<file path="src/hw/rtl/utg_pkg.sv">
// Package for the UTF-8 to glyph index core: queue entry type, constants
// and the glyph range table. No dependencies.
package utg_pkg;

    localparam int CP_W       = 21;
    localparam int SLOT_W     = 12;
    localparam int NUM_RANGES = 15;
    localparam int RANGE_IW   = 4;
    localparam int FIFO_DEPTH = 4;
    localparam int FIFO_AW    = 2;

    localparam logic [CP_W-1:0]   REPLACEMENT_CP = 21'h00FFFD;
    localparam logic [SLOT_W-1:0] QMARK_SLOT     = 12'd31;

    // Lead byte class masks and patterns
    localparam logic [7:0] LEAD2_MASK = 8'hE0;
    localparam logic [7:0] LEAD2_PAT  = 8'hC0;
    localparam logic [7:0] LEAD3_MASK = 8'hF0;
    localparam logic [7:0] LEAD3_PAT  = 8'hE0;
    localparam logic [7:0] LEAD4_MASK = 8'hF8;
    localparam logic [7:0] LEAD4_PAT  = 8'hF0;

    // One decoded codepoint waiting for the glyph lookup
    typedef struct packed {
        logic [CP_W-1:0] cp;
        logic            malformed;
        logic            eot;
        logic            last;
    } dec_entry_t;

    // First codepoint of each range
    function automatic logic [CP_W-1:0] range_first(input logic [RANGE_IW-1:0] idx);
        logic [CP_W-1:0] v;
        case (idx)
            4'd0:    v = 21'h000020;
            4'd1:    v = 21'h002000;
            4'd2:    v = 21'h002070;
            4'd3:    v = 21'h0020A0;
            4'd4:    v = 21'h002100;
            4'd5:    v = 21'h002150;
            4'd6:    v = 21'h002190;
            4'd7:    v = 21'h002200;
            4'd8:    v = 21'h002300;
            4'd9:    v = 21'h002500;
            4'd10:   v = 21'h002580;
            4'd11:   v = 21'h0025A0;
            4'd12:   v = 21'h002600;
            4'd13:   v = 21'h002700;
            4'd14:   v = 21'h002B00;
            default: v = '0;
        endcase
        return v;
    endfunction

    // One past the last codepoint of each range
    function automatic logic [CP_W-1:0] range_end(input logic [RANGE_IW-1:0] idx);
        logic [CP_W-1:0] v;
        case (idx)
            4'd0:    v = 21'h000100;
            4'd1:    v = 21'h002070;
            4'd2:    v = 21'h0020A0;
            4'd3:    v = 21'h0020D0;
            4'd4:    v = 21'h002150;
            4'd5:    v = 21'h002190;
            4'd6:    v = 21'h002200;
            4'd7:    v = 21'h002300;
            4'd8:    v = 21'h002400;
            4'd9:    v = 21'h002580;
            4'd10:   v = 21'h0025A0;
            4'd11:   v = 21'h002600;
            4'd12:   v = 21'h002700;
            4'd13:   v = 21'h0027C0;
            4'd14:   v = 21'h002C00;
            default: v = '0;
        endcase
        return v;
    endfunction

    // Slot of the first glyph of each range in the packed table
    function automatic logic [SLOT_W-1:0] range_base(input logic [RANGE_IW-1:0] idx);
        logic [SLOT_W-1:0] v;
        case (idx)
            4'd0:    v = 12'd0;
            4'd1:    v = 12'd224;
            4'd2:    v = 12'd336;
            4'd3:    v = 12'd384;
            4'd4:    v = 12'd432;
            4'd5:    v = 12'd512;
            4'd6:    v = 12'd576;
            4'd7:    v = 12'd688;
            4'd8:    v = 12'd944;
            4'd9:    v = 12'd1200;
            4'd10:   v = 12'd1328;
            4'd11:   v = 12'd1360;
            4'd12:   v = 12'd1456;
            4'd13:   v = 12'd1712;
            4'd14:   v = 12'd1904;
            default: v = '0;
        endcase
        return v;
    endfunction

endpackage

</file>
<file path="src/hw/rtl/utg_front.sv">
// Front end: accepts text bytes, runs the UTF-8 sequence state and pushes
// decoded codepoints into the queue. Depends on utg_pkg.
module utg_front (
    input  logic                   clk,
    input  logic                   rst_n,
    input  logic                   in_valid,
    output logic                   in_ready,
    input  logic [7:0]             text_byte,
    output logic                   push_valid,
    input  logic                   push_ready,
    output utg_pkg::dec_entry_t    push_data
);

    logic [1:0]                 pending_reg, pending_next;
    logic [utg_pkg::CP_W-1:0]   partial_reg, partial_next;
    logic                       hold_valid_reg, hold_valid_next;
    utg_pkg::dec_entry_t        hold_reg;

    logic                       accept;
    logic                       is_cont;
    logic                       lead_res;
    utg_pkg::dec_entry_t        lead_entry;
    logic [1:0]                 lead_pend;
    logic [utg_pkg::CP_W-1:0]   lead_partial;
    logic                       first_valid;
    logic                       second_valid;
    utg_pkg::dec_entry_t        first_entry;

    // Lead byte decode
    always_comb
    begin
        lead_res     = 1'b1;
        lead_pend    = 2'd0;
        lead_partial = partial_reg;
        lead_entry   = '{cp: '0, malformed: 1'b0, eot: 1'b0, last: 1'b1};
        if (text_byte == 8'h00)
        begin
            lead_entry.eot = 1'b1;
        end
        else if (!text_byte[7])
        begin
            lead_entry.cp = {13'd0, text_byte};
        end
        else if ((text_byte & utg_pkg::LEAD2_MASK) == utg_pkg::LEAD2_PAT)
        begin
            lead_res     = 1'b0;
            lead_pend    = 2'd1;
            lead_partial = {16'd0, text_byte[4:0]};
        end
        else if ((text_byte & utg_pkg::LEAD3_MASK) == utg_pkg::LEAD3_PAT)
        begin
            lead_res     = 1'b0;
            lead_pend    = 2'd2;
            lead_partial = {17'd0, text_byte[3:0]};
        end
        else if ((text_byte & utg_pkg::LEAD4_MASK) == utg_pkg::LEAD4_PAT)
        begin
            lead_res     = 1'b0;
            lead_pend    = 2'd3;
            lead_partial = {18'd0, text_byte[2:0]};
        end
        else
        begin
            lead_entry.cp        = utg_pkg::REPLACEMENT_CP;
            lead_entry.malformed = 1'b1;
        end
    end

    // Sequence state and the results of this byte (none, one or two)
    always_comb
    begin
        is_cont      = (text_byte[7:6] == 2'b10);
        first_valid  = 1'b0;
        second_valid = 1'b0;
        first_entry  = lead_entry;
        pending_next = pending_reg;
        partial_next = partial_reg;
        if (pending_reg != 2'd0 && is_cont)
        begin
            partial_next      = {partial_reg[utg_pkg::CP_W-7:0], text_byte[5:0]};
            pending_next      = pending_reg - 2'd1;
            first_valid       = (pending_reg == 2'd1);
            first_entry       = '{cp: partial_next, malformed: 1'b0, eot: 1'b0, last: 1'b1};
        end
        else if (pending_reg != 2'd0)
        begin
            // broken sequence: replacement, then redo the byte as a lead
            first_valid  = 1'b1;
            second_valid = lead_res;
            first_entry  = '{cp: utg_pkg::REPLACEMENT_CP, malformed: 1'b1, eot: 1'b0,
                             last: !lead_res};
            pending_next = lead_pend;
            partial_next = lead_partial;
        end
        else
        begin
            first_valid  = lead_res;
            pending_next = lead_pend;
            partial_next = lead_partial;
        end
    end

    // Handshakes: a held second result blocks the next byte until it is pushed
    assign in_ready   = !hold_valid_reg && push_ready;
    assign accept     = in_valid && in_ready;
    assign push_valid = hold_valid_reg || (accept && first_valid);
    assign push_data  = hold_valid_reg ? hold_reg : first_entry;

    always_comb
    begin
        hold_valid_next = hold_valid_reg;
        if (hold_valid_reg && push_ready)
        begin
            hold_valid_next = 1'b0;
        end
        else if (accept && second_valid)
        begin
            hold_valid_next = 1'b1;
        end
    end

    always_ff @(posedge clk or negedge rst_n)
    begin
        if (!rst_n)
        begin
            pending_reg    <= 2'd0;
            partial_reg    <= '0;
            hold_valid_reg <= 1'b0;
        end
        else
        begin
            hold_valid_reg <= hold_valid_next;
            if (accept)
            begin
                pending_reg <= pending_next;
                partial_reg <= partial_next;
            end
        end
    end

    // Second result payload
    always_ff @(posedge clk)
    begin
        if (accept && second_valid)
        begin
            hold_reg <= lead_entry;
        end
    end

endmodule

</file>
<file path="src/hw/rtl/utg_fifo.sv">
// Short queue between the decoder front and the lookup back end.
// Depends on utg_pkg.
module utg_fifo (
    input  logic                          clk,
    input  logic                          rst_n,
    input  logic                          push_valid,
    output logic                          push_ready,
    input  utg_pkg::dec_entry_t           push_data,
    output logic                          pop_valid,
    input  logic                          pop_ready,
    output utg_pkg::dec_entry_t           pop_data,
    output logic [utg_pkg::FIFO_AW:0]     level
);

    utg_pkg::dec_entry_t              mem_reg [utg_pkg::FIFO_DEPTH];
    logic [utg_pkg::FIFO_AW-1:0]      wr_ptr_reg, wr_ptr_next;
    logic [utg_pkg::FIFO_AW-1:0]      rd_ptr_reg, rd_ptr_next;
    logic [utg_pkg::FIFO_AW:0]        count_reg, count_next;
    logic                             do_push;
    logic                             do_pop;

    assign push_ready = (count_reg != (utg_pkg::FIFO_AW+1)'(utg_pkg::FIFO_DEPTH));
    assign pop_valid  = (count_reg != '0);
    assign pop_data   = mem_reg[rd_ptr_reg];
    assign level      = count_reg;
    assign do_push    = push_valid && push_ready;
    assign do_pop     = pop_valid && pop_ready;

    // Pointer and count update
    always_comb
    begin
        wr_ptr_next = do_push ? wr_ptr_reg + 1'b1 : wr_ptr_reg;
        rd_ptr_next = do_pop ? rd_ptr_reg + 1'b1 : rd_ptr_reg;
        count_next  = count_reg;
        if (do_push && !do_pop)
        begin
            count_next = count_reg + 1'b1;
        end
        else if (do_pop && !do_push)
        begin
            count_next = count_reg - 1'b1;
        end
    end

    always_ff @(posedge clk or negedge rst_n)
    begin
        if (!rst_n)
        begin
            wr_ptr_reg <= '0;
            rd_ptr_reg <= '0;
            count_reg  <= '0;
        end
        else
        begin
            wr_ptr_reg <= wr_ptr_next;
            rd_ptr_reg <= rd_ptr_next;
            count_reg  <= count_next;
        end
    end

    // Entry storage
    always_ff @(posedge clk)
    begin
        if (do_push)
        begin
            mem_reg[wr_ptr_reg] <= push_data;
        end
    end

endmodule

</file>
<file path="src/hw/rtl/utg_back.sv">
// Back end: looks up the glyph slot of each queued codepoint across the
// fifteen ranges and holds the result in the output register. Depends on utg_pkg.
module utg_back (
    input  logic                          clk,
    input  logic                          rst_n,
    input  logic                          pop_valid,
    output logic                          pop_ready,
    input  utg_pkg::dec_entry_t           pop_data,
    output logic                          out_valid,
    input  logic                          out_ready,
    output logic [utg_pkg::CP_W-1:0]      codepoint,
    output logic [utg_pkg::SLOT_W-1:0]    glyph_slot,
    output logic                          in_table,
    output logic                          malformed,
    output logic                          end_of_text,
    output logic                          last
);

    logic                          out_valid_reg, out_valid_next;
    logic [utg_pkg::CP_W-1:0]      cp_reg;
    logic [utg_pkg::SLOT_W-1:0]    slot_reg;
    logic                          hit_reg;
    logic                          bad_reg;
    logic                          eot_reg;
    logic                          last_reg;

    logic                          load;
    logic                          hit;
    logic [utg_pkg::SLOT_W-1:0]    slot;
    logic [utg_pkg::CP_W-1:0]      offset;

    // Range search; ranges are disjoint, lowest index wins
    always_comb
    begin
        hit    = 1'b0;
        slot   = utg_pkg::QMARK_SLOT;
        offset = '0;
        for (int i = utg_pkg::NUM_RANGES - 1; i >= 0; i--)
        begin
            if (pop_data.cp >= utg_pkg::range_first(utg_pkg::RANGE_IW'(i)) &&
                pop_data.cp <  utg_pkg::range_end(utg_pkg::RANGE_IW'(i)))
            begin
                offset = pop_data.cp - utg_pkg::range_first(utg_pkg::RANGE_IW'(i));
                hit    = 1'b1;
                slot   = utg_pkg::range_base(utg_pkg::RANGE_IW'(i)) +
                         offset[utg_pkg::SLOT_W-1:0];
            end
        end
        if (pop_data.eot)
        begin
            hit  = 1'b0;
            slot = '0;
        end
    end

    // Output register, refilled as soon as it is taken
    assign pop_ready = !out_valid_reg || out_ready;
    assign load      = pop_valid && pop_ready;

    always_comb
    begin
        out_valid_next = out_valid_reg;
        if (load)
        begin
            out_valid_next = 1'b1;
        end
        else if (out_ready)
        begin
            out_valid_next = 1'b0;
        end
    end

    always_ff @(posedge clk or negedge rst_n)
    begin
        if (!rst_n)
        begin
            out_valid_reg <= 1'b0;
        end
        else
        begin
            out_valid_reg <= out_valid_next;
        end
    end

    always_ff @(posedge clk)
    begin
        if (load)
        begin
            cp_reg   <= pop_data.cp;
            slot_reg <= slot;
            hit_reg  <= hit;
            bad_reg  <= pop_data.malformed;
            eot_reg  <= pop_data.eot;
            last_reg <= pop_data.last;
        end
    end

    assign out_valid   = out_valid_reg;
    assign codepoint   = cp_reg;
    assign glyph_slot  = slot_reg;
    assign in_table    = hit_reg;
    assign malformed   = bad_reg;
    assign end_of_text = eot_reg;
    assign last        = last_reg;

endmodule

</file>
<file path="src/hw/rtl/utf8_to_glyph_index_core.sv">
// UTF-8 decoder with glyph slot lookup. A byte's result passes through the queue,
// written at the edge that takes the byte, and then the lookup output register.
// Throughput: one byte per cycle without stalls. A byte that breaks an open sequence
// and is no new multibyte lead gives two results and blocks the next byte, as the
// front pushes one entry per cycle. Reset (rst_n low, async): no sequence open,
// queue and output register empty. Depends on utg_pkg, utg_front, utg_fifo, utg_back.
module utf8_to_glyph_index_core (
    input  logic                          clk,
    input  logic                          rst_n,
    input  logic                          in_valid,
    output logic                          in_ready,
    input  logic [7:0]                    text_byte,
    output logic                          out_valid,
    input  logic                          out_ready,
    output logic [utg_pkg::CP_W-1:0]      codepoint,
    output logic [utg_pkg::SLOT_W-1:0]    glyph_slot,
    output logic                          in_table,
    output logic                          malformed,
    output logic                          end_of_text,
    output logic                          last
);

    logic                          push_valid;
    logic                          push_ready;
    utg_pkg::dec_entry_t           push_data;
    logic                          pop_valid;
    logic                          pop_ready;
    utg_pkg::dec_entry_t           pop_data;
    logic [utg_pkg::FIFO_AW:0]     fifo_level;

    utg_front u_front (
        .clk        (clk),
        .rst_n      (rst_n),
        .in_valid   (in_valid),
        .in_ready   (in_ready),
        .text_byte  (text_byte),
        .push_valid (push_valid),
        .push_ready (push_ready),
        .push_data  (push_data)
    );

    utg_fifo u_fifo (
        .clk        (clk),
        .rst_n      (rst_n),
        .push_valid (push_valid),
        .push_ready (push_ready),
        .push_data  (push_data),
        .pop_valid  (pop_valid),
        .pop_ready  (pop_ready),
        .pop_data   (pop_data),
        .level      (fifo_level)
    );

    utg_back u_back (
        .clk         (clk),
        .rst_n       (rst_n),
        .pop_valid   (pop_valid),
        .pop_ready   (pop_ready),
        .pop_data    (pop_data),
        .out_valid   (out_valid),
        .out_ready   (out_ready),
        .codepoint   (codepoint),
        .glyph_slot  (glyph_slot),
        .in_table    (in_table),
        .malformed   (malformed),
        .end_of_text (end_of_text),
        .last        (last)
    );

    // Queue never overfills
    a_fifo_level: assert property (@(posedge clk) disable iff (!rst_n)
        fifo_level <= (utg_pkg::FIFO_AW+1)'(utg_pkg::FIFO_DEPTH))
        else $error("queue level above depth");

    // Terminator carries no glyph
    a_eot_fields: assert property (@(posedge clk) disable iff (!rst_n)
        out_valid && end_of_text |->
            codepoint == '0 && glyph_slot == '0 && !in_table && !malformed)
        else $error("terminator result fields wrong");

    // Replacement results fall back to the question mark glyph
    a_bad_fields: assert property (@(posedge clk) disable iff (!rst_n)
        out_valid && malformed |->
            codepoint == utg_pkg::REPLACEMENT_CP &&
            glyph_slot == utg_pkg::QMARK_SLOT && !in_table)
        else $error("replacement result fields wrong");

    // A miss outside the terminator always maps to the fallback slot
    a_miss_slot: assert property (@(posedge clk) disable iff (!rst_n)
        out_valid && !in_table && !end_of_text |-> glyph_slot == utg_pkg::QMARK_SLOT)
        else $error("miss without fallback slot");

endmodule

</file>
<file path="config.mk">
export PLATFORM = sky130hd
export DESIGN_NAME = utf8_to_glyph_index_core
export DESIGN_NICKNAME = d
export VERILOG_FILES = /design/src/hw/rtl/utg_pkg.sv /design/src/hw/rtl/utg_front.sv /design/src/hw/rtl/utg_fifo.sv /design/src/hw/rtl/utg_back.sv /design/src/hw/rtl/utf8_to_glyph_index_core.sv
export SDC_FILE = /design/constraint.sdc
export NUM_CORES = 1
export LEC_CHECK = 0
export ABC_CLOCK_PERIOD_IN_PS = 4300
export BUFFER_PORTS_ARGS = -buffer_cell sky130_fd_sc_hd__buf_2
export CAP_MARGIN = 10
export CORE_MARGIN = 2
export CORE_UTILIZATION = 55
export CTS_BUF_LIST = sky130_fd_sc_hd__clkbuf_2
export DETAILED_ROUTE_END_ITERATION = 8
export GPL_TIMING_DRIVEN = 0
export PLACE_DENSITY = 0.83
export REMOVE_ABC_BUFFERS = 1
export SLEW_MARGIN = 20
export SYNTH_ARGS = -nofsm -noshare
export SYNTH_HDL_FRONTEND = slang
export SYNTH_HIERARCHICAL = 1
export SYNTH_SLANG_ARGS = --single-unit
</file>
<file path="constraint.sdc">
create_clock -name clk -period 4.3 [get_ports clk]
set_input_delay 0.43 -clock clk [delete_from_list [all_inputs] [get_ports clk]]
set_output_delay 0.43 -clock clk [all_outputs]
set_load 0.01 [all_outputs]
</file>
==> results.yml, run 1 <==
placed_design:
  placed_area_um2: 10200
  gp_congestion: 0.957
  numPortBuffers: 50
  dp_hpwl_um: 16200
logic_synthesis:
  synth-edff-count: 142
  ys_ff_latch: 168
  synthFlopType: "edfxtp_1"
  netlist_area_um2: 9820
  ys_types: 93
  syn_inst: 818
  yosysSeqAreaShare_pct: 50.0
  ys_async_sr_fraction_pct: 15.5
  synth.avg_cell_area_um2: 12.0
  yosysWarnings: 6
floorplanning:
  floorplan.die_area_um2: 18900
  core_um2: 17400
  rows: 48
  initial_core_util_pct: 56.6
  chipHeight_um: 138
  fp.dieW_um: 138
  io_pins: 51
grt:
  grt_pass1_vias: 6836
  grt_antenna_before_repair: 4
  grt_max_degree: 27
  overflow: 0
  grt_pass1_wl_um: 36700
  grt.total_usage_pct: 25.8
run:
  drv_cap: 0
run_status:
  outcome: "finished clean"
final_layout:
  fill_cells: 1284
  final_area_um2: 11000
  nets: 954
  fin_util_pct: 63.2
  area_delta_synth_final_pct: 11.6
  largest_reg_flops: 96
  drive_above_1_share_pct: 23.1
setup_path:
  start_kind: "flip-flop"
  worstPathRequired_ns: 4.83
  crit_slowest_cell: "dfrtp_4"
  end_kind: "flip-flop"
  criticalPathCategory: "flip-flop to flip-flop"
  crit_fanout: 13
  r2r_start: "u_fifo/rd_ptr_reg[0]$_DFFE_PN0P_"
  cp.arrival_ns: 4.77
  path_cells: "buf_4 > mux4_2 > inv_1 > ha_2 > and4b_1 > a32oi_1 > a211o_1 > and3_1 > nor3b_1 > nand2_1 > or3_1 > nor2b_1"
  crit_path_start: "u_fifo/rd_ptr_reg[0]$_DFFE_PN0P_"
  critical-path-max-stage-delay_ns: 0.62
clocking:
  cts_sinks: 168
  worstSkewPairLatency_ns: 0.77
  root_buffer: "clkbuf_2"
  numCtsBuffers: 17
  htreeDepth: 4
  cts_tree: "done"
  clk_pin_slew_worst_paths_ns: 0.31
  cts_max_path_buffers: 2
sta:
  max_slew_margin_pct: 51.4
  hold_slack_ns: 0.129
  clock.fmax_mhz: 236
  fin_skew_ns: 0.0648
  setup_tns_ns: 0
  worstMarginPinSlew_ns: 0.725
  hold_violations: 0
  setup_viol: 0
  finalCritPeriodShare_pct: 98.6
  fin_crit_ns: 4.24
  drv_slew: 0
detailed_routing:
  ant_nets: 0
  dr.pass1.iters: 6
  vias_per_cell: 6.50
  wl_per_cell_um: 21.8
  routed_wl_um: 24700
  drtIter0Drc: 942
  remaining_drc_errors: 0
  num_vias: 7353
min_path:
  holdCritPathClass: "primary input to async pin"
-- cell usage in the layout, fill, tap and decap left out, types with 5 or more instances in the layout --
master	netlist	final
nor2b_1	7	7
a211oi_1	8	7
buf_4	3	28
clkinvlp_4	0	5
nor2_1	56	55
mux4_2	18	19
ha_2	0	6
dfrtp_1	26	24
o211ai_1	7	7
inv_6	0	6
or2_2	5	5
a21oi_1	44	43
mux2_2	6	6
nand3_1	17	16
buf_2	14	50
dlygate4sd3_1	0	10
a22o_1	12	12
nand4_1	8	8
a221oi_1	6	6
o31ai_1	5	5
clkbuf_2	1	17
o21ai_0	46	45
ha_1	51	45
nor4_1	6	5
mux4_1	6	6
or3_1	11	11
a211o_1	5	5
xnor2_1	38	38
and3_1	8	8
inv_1	41	35
and2_2	0	5
nor3_1	10	9
nand2b_1	13	13
nand2_1	41	40
xor2_1	9	9
edfxtp_1	142	142
and2_1	17	12
-- layout make-up --
class / count / area (um2) / area share [%]
Sequential cell: 168 / 4920 / 44.9
Multi-Input combinational cell: 568 / 4680 / 42.7
Timing Repair Buffer: 92 / 651 / 5.94
Tap cell: 225 / 282 / 2.57
Inverter: 43 / 180 / 1.64
Clock inverter: 15 / 154 / 1.40
Clock buffer: 17 / 85.1 / 0.776
Antenna cell: 4 / 10.0 / 0.0913
-- critical path, delay by kind of cell (launching register included) --
kind / cells / cell delay, ns
simple gates: 6 / 1.57
flops: 1 / 0.62
mux: 1 / 0.59
compound gates: 2 / 0.48
buf+inv: 2 / 0.42
fa+ha+maj: 1 / 0.31
-- metrics by stage --
step / setup slack, ns / cells
CTS: 0.00553 / 1102
global route: -0.0292 / 1131
floorplan: -0.285 / 778
detailed placement: -0.418 / 1056
finish: 0.0582 / 1132
global placement: -2.03 / 1053
-- timing repair --
action	in CTS	in global routing
hold endpoints to repair	37	0
gates cloned	0	1
pin swaps	0	3
gates resized for setup	15	25
setup buffers	4	25
setup endpoints to repair	13	13
hold buffers	10	0
-- cells in the mapped netlist (4+ instances only) --
cell type	number	area (um2)
o31ai_1	5	37.5
ha_1	51	638
o211ai_1	7	52.6
nor2b_1	7	43.8
a22o_1	12	105
a31oi_1	4	25.0
nor2_1	56	210
a211o_1	5	43.8
buf_2	14	70.1
nand4_1	8	50.1
nand2_1	41	154
a221oi_1	6	52.6
xnor2_1	38	333
edfxtp_1	142	4260
inv_1	41	154
mux2_2	6	67.6
mux4_1	6	158
dfrtp_1	26	651
mux4_2	18	405
and2_1	17	106
a211oi_1	8	60.1
mux2i_1	4	40.0
or3_1	11	68.8
and3_1	8	50.1
nand2b_1	13	81.3
a21oi_1	44	220
or2_2	5	31.3
o21ai_0	46	230
and4_1	4	35.0
a21o_1	4	30.0
o21bai_1	4	30.0
clkbuf_1	16	60.1
nor4_1	6	37.5
nor3b_1	5	37.5
nor3_1	10	50.1
xor2_1	9	78.8
nand3_1	17	85.1
-- kinds of logic (layout without fill, tap and decap cells) --
group                      after synthesis  count (layout)  share of synthesized area, %
DFF                                    168             168                          50.0
adders and majority gates               52              52                          6.70
buffers and inverters                   83             167                          4.04
and+or+nand+nor                        238             238                          14.0
other                                    0               4                             0
AOI/OAI and AO/OA                      196             196                          14.3
xor gates and xnor gates                47              47                          4.19
muxes                                   34              35                          6.83
-- layer usage --
metal | up-vias | routed length, um | global-route usage, %
li1 | 3265 | - | -
met1 | 3583 | 9730 | 33.4
met2 | 433 | 11900 | 42.6
met3 | 72 | 2340 | 6.25
met4 | 0 | 715 | 9.11
met5 | - | 0 | 0
-- worst paths after layout --
| path | end | slack [ns] | cells past startpoint |
|---|---|---|---|
| max | u_back/in_table$_SDFFCE_PP0P_ | 0.06 | 12 |
| min reg2reg | u_front/partial_reg[13]$_DFFE_PN0P_ | 0.54 | 1 |
| min in group clk | u_front/hold_reg[4]$_DFFE_PP_ | 0.13 | 2 |
| min | u_fifo/wr_ptr_reg[1]$_DFFE_PN0P_ | 0.13 | 2 |
| max in group asynchronous | u_front/partial_reg[1]$_DFFE_PN0P_ | 3.72 | 2 |
| max reg2reg | u_back/in_table$_SDFFCE_PP0P_ | 0.06 | 12 |
Power of run 1 is left out: the tool's default activity adds up to more than one toggle a clock period on the data nets, which glitch-free logic cannot reach.
==> inputs of run 2 (changes only) <==
--- a/config.mk
+++ b/config.mk
@@ -14,7 +14,7 @@
 export DETAILED_ROUTE_END_ITERATION = 8
 export GPL_TIMING_DRIVEN = 0
 export PLACE_DENSITY = 0.83
-export REMOVE_ABC_BUFFERS = 1
+export SETUP_SLACK_MARGIN = 0.5
 export SLEW_MARGIN = 20
 export SYNTH_ARGS = -nofsm -noshare
 export SYNTH_HDL_FRONTEND = slang
==> run 2 against run 1 <==
Cell count rose by 7.3%; die area did not move; design area rose by 9.8%; critical path depth rose by 2; via count rose by 6.1%; worst hold slack got worse by 0.037 ns; non-clock buffer count rose by 88; clock skew fell by 0.027 ns; sequential share of layout area fell by 4.1 points; global-route usage rose by 3.0 points; critical path type unchanged.
==> results.yml, run 2 (synthesized netlist as in run 1, its figures left out) <==
run_status:
  outcome: "finished clean"
detailed_routing:
  ant_nets: 0
  vias_per_cell: 6.42
  drtIter0Drc: 1025
  wl_per_cell_um: 22.1
  num_vias: 7804
  remaining_drc_errors: 0
  routed_wl_um: 26800
  dr.pass1.iters: 6
placed_design:
  dp_hpwl_um: 17400
  pre_cts_slack_ns: -0.408
  numPortBuffers: 49
  gp_congestion: 1.01
clocking:
  numCtsBuffers: 17
  root_buffer: "clkbuf_2"
  cts_tree: "done"
  clk_pin_slew_worst_paths_ns: 0.25
  cts_max_path_buffers: 2
  cts_sinks: 168
  htreeDepth: 4
  worstSkewPairLatency_ns: 0.73
setup_path:
  start_kind: "flip-flop"
  end_kind: "flip-flop"
  worstPathRequired_ns: 4.88
  cp.arrival_ns: 4.46
  crit_slowest_cell: "mux4_2"
  rrSetupSlack_ns: 0.42
  crit_end: "u_back/glyph_slot[6]$_SDFFCE_PP0P_"
  crit_cells: 14
  critical-path-max-stage-delay_ns: 0.56
  r2r_cells: 14
  path_buf_inv: 4
  crit_path_start: "u_fifo/rd_ptr_reg[0]$_DFFE_PN0P_"
  critPathTopFamily: "simple AND/OR/NAND/NOR gates"
  r2r-end: "u_back/glyph_slot[6]$_SDFFCE_PP0P_"
  crit_fanout: 8
  r2r_start: "u_fifo/rd_ptr_reg[0]$_DFFE_PN0P_"
  criticalPathCategory: "flip-flop to flip-flop"
  path_cells: "buf_6 > buf_12 > mux4_2 > clkinvlp_4 > ha_1 > or3b_4 > or4_4 > a21oi_4 > buf_4 > and2_4 > nor4b_4 > a21oi_1 > or2_1 > a221oi_2"
final_layout:
  fin_util_pct: 69.3
  drive_above_1_share_pct: 34.8
  largest_reg_flops: 96
  num_antenna_cells: 0
  final_common_cell: "edfxtp_1"
  area_delta_synth_final_pct: 22.5
  mostFrequentLayoutCells: "142 x edfxtp_1, 82 x buf_4, 59 x buf_2"
  nets: 1041
sta:
  rsz0062_at_grt: "yes"
  setup_viol: 0
  clock.fmax_mhz: 257
  max_slew_margin_pct: 52.9
  hold_violations: 0
  fin_ws_ns: 0.416
  fin_skew_ns: 0.0374
  worstMarginPinSlew_ns: 0.702
  hold_slack_ns: 0.0927
  drv_slew: 0
  finalCritPeriodShare_pct: 90.3
  fin_crit_ns: 3.88
floorplanning:
  rows: 48
  chipHeight_um: 138
  core_um2: 17400
  io_pins: 51
  fp.dieW_um: 138
  floorplan.die_area_um2: 18900
  initial_core_util_pct: 56.6
grt:
  overflow: 0
  grt_pass1_vias: 7240
  grt_antenna_before_repair: 0
  grt_max_degree: 27
  grt.total_usage_pct: 28.8
  grt_pass1_wl_um: 40500
run:
  drv_cap: 0
logic_synthesis:
  syn-num-nets: 882
min_path:
  holdCritPathClass: "primary input to flip-flop"
==> run 2: what timing repair did <==
action	4_1_cts	5_1_grt
pin swaps	26	29
cloned	1	1
hold endpoints to repair	33	0
buffers inserted	49	31
gates resized for setup	97	80
hold buffers	8	0
endpoints found under the setup margin	13	13
==> run 2: per-layer routing <==
layer  part of all wire, %  wire [um]  GRT usage [%]  vias up
li1                      -          -              -     3422
met1                    39      10300           38.4     3744
met2                    47      12700           45.2      526
met3                   9.3       2510           6.03      112
met4                   4.8       1290           14.0        0
met5                     0          0              0        -
==> run 2: layout make-up <==
| class | count | area [um2] |
|---|---|---|
| Timing Repair Buffer | 140 | 1050 |
| Buffer | 40 | 328 |
| Fill cell | 1156 | 5330 |
| Multi-Input combinational cell | 567 | 5010 |
| Sequential cell | 168 | 4910 |
| Tap cell | 225 | 282 |
| Clock buffer | 21 | 105 |
| Clock inverter | 11 | 146 |
| Inverter | 43 | 198 |
==> run 2: stage by stage <==
step                      TNS [ns]  instances  cell area, um2
after floorplan                  0        818            9820
after global placement       -2.88       1092           10300
after detailed placement     -3.22       1093           10400
after CTS                        0       1183           11500
after global routing             0       1215           12000
final                            0       1215           12000
==> run 2: worst min path at each step <==
stage | startpoint | to | slack [ns] | cells past startpoint
finish | text_byte[4] | u_front/partial_reg[4]$_DFFE_PN0P_ | 0.09 | 2
global route | text_byte[4] | u_front/partial_reg[4]$_DFFE_PN0P_ | 0.03 | 2
CTS | text_byte[4] | u_front/partial_reg[4]$_DFFE_PN0P_ | 0.004 | 2
detailed placement | rst_n | u_front/pending_reg[1]$_DFFE_PN0P_ | 0.46 | 1
global placement | rst_n | u_front/pending_reg[1]$_DFFE_PN0P_ | 0.46 | 1
floorplan | rst_n | u_back/out_valid$_DFFE_PN0P_ | 0.13 | 0
Power of run 2 is left out for the same reason.
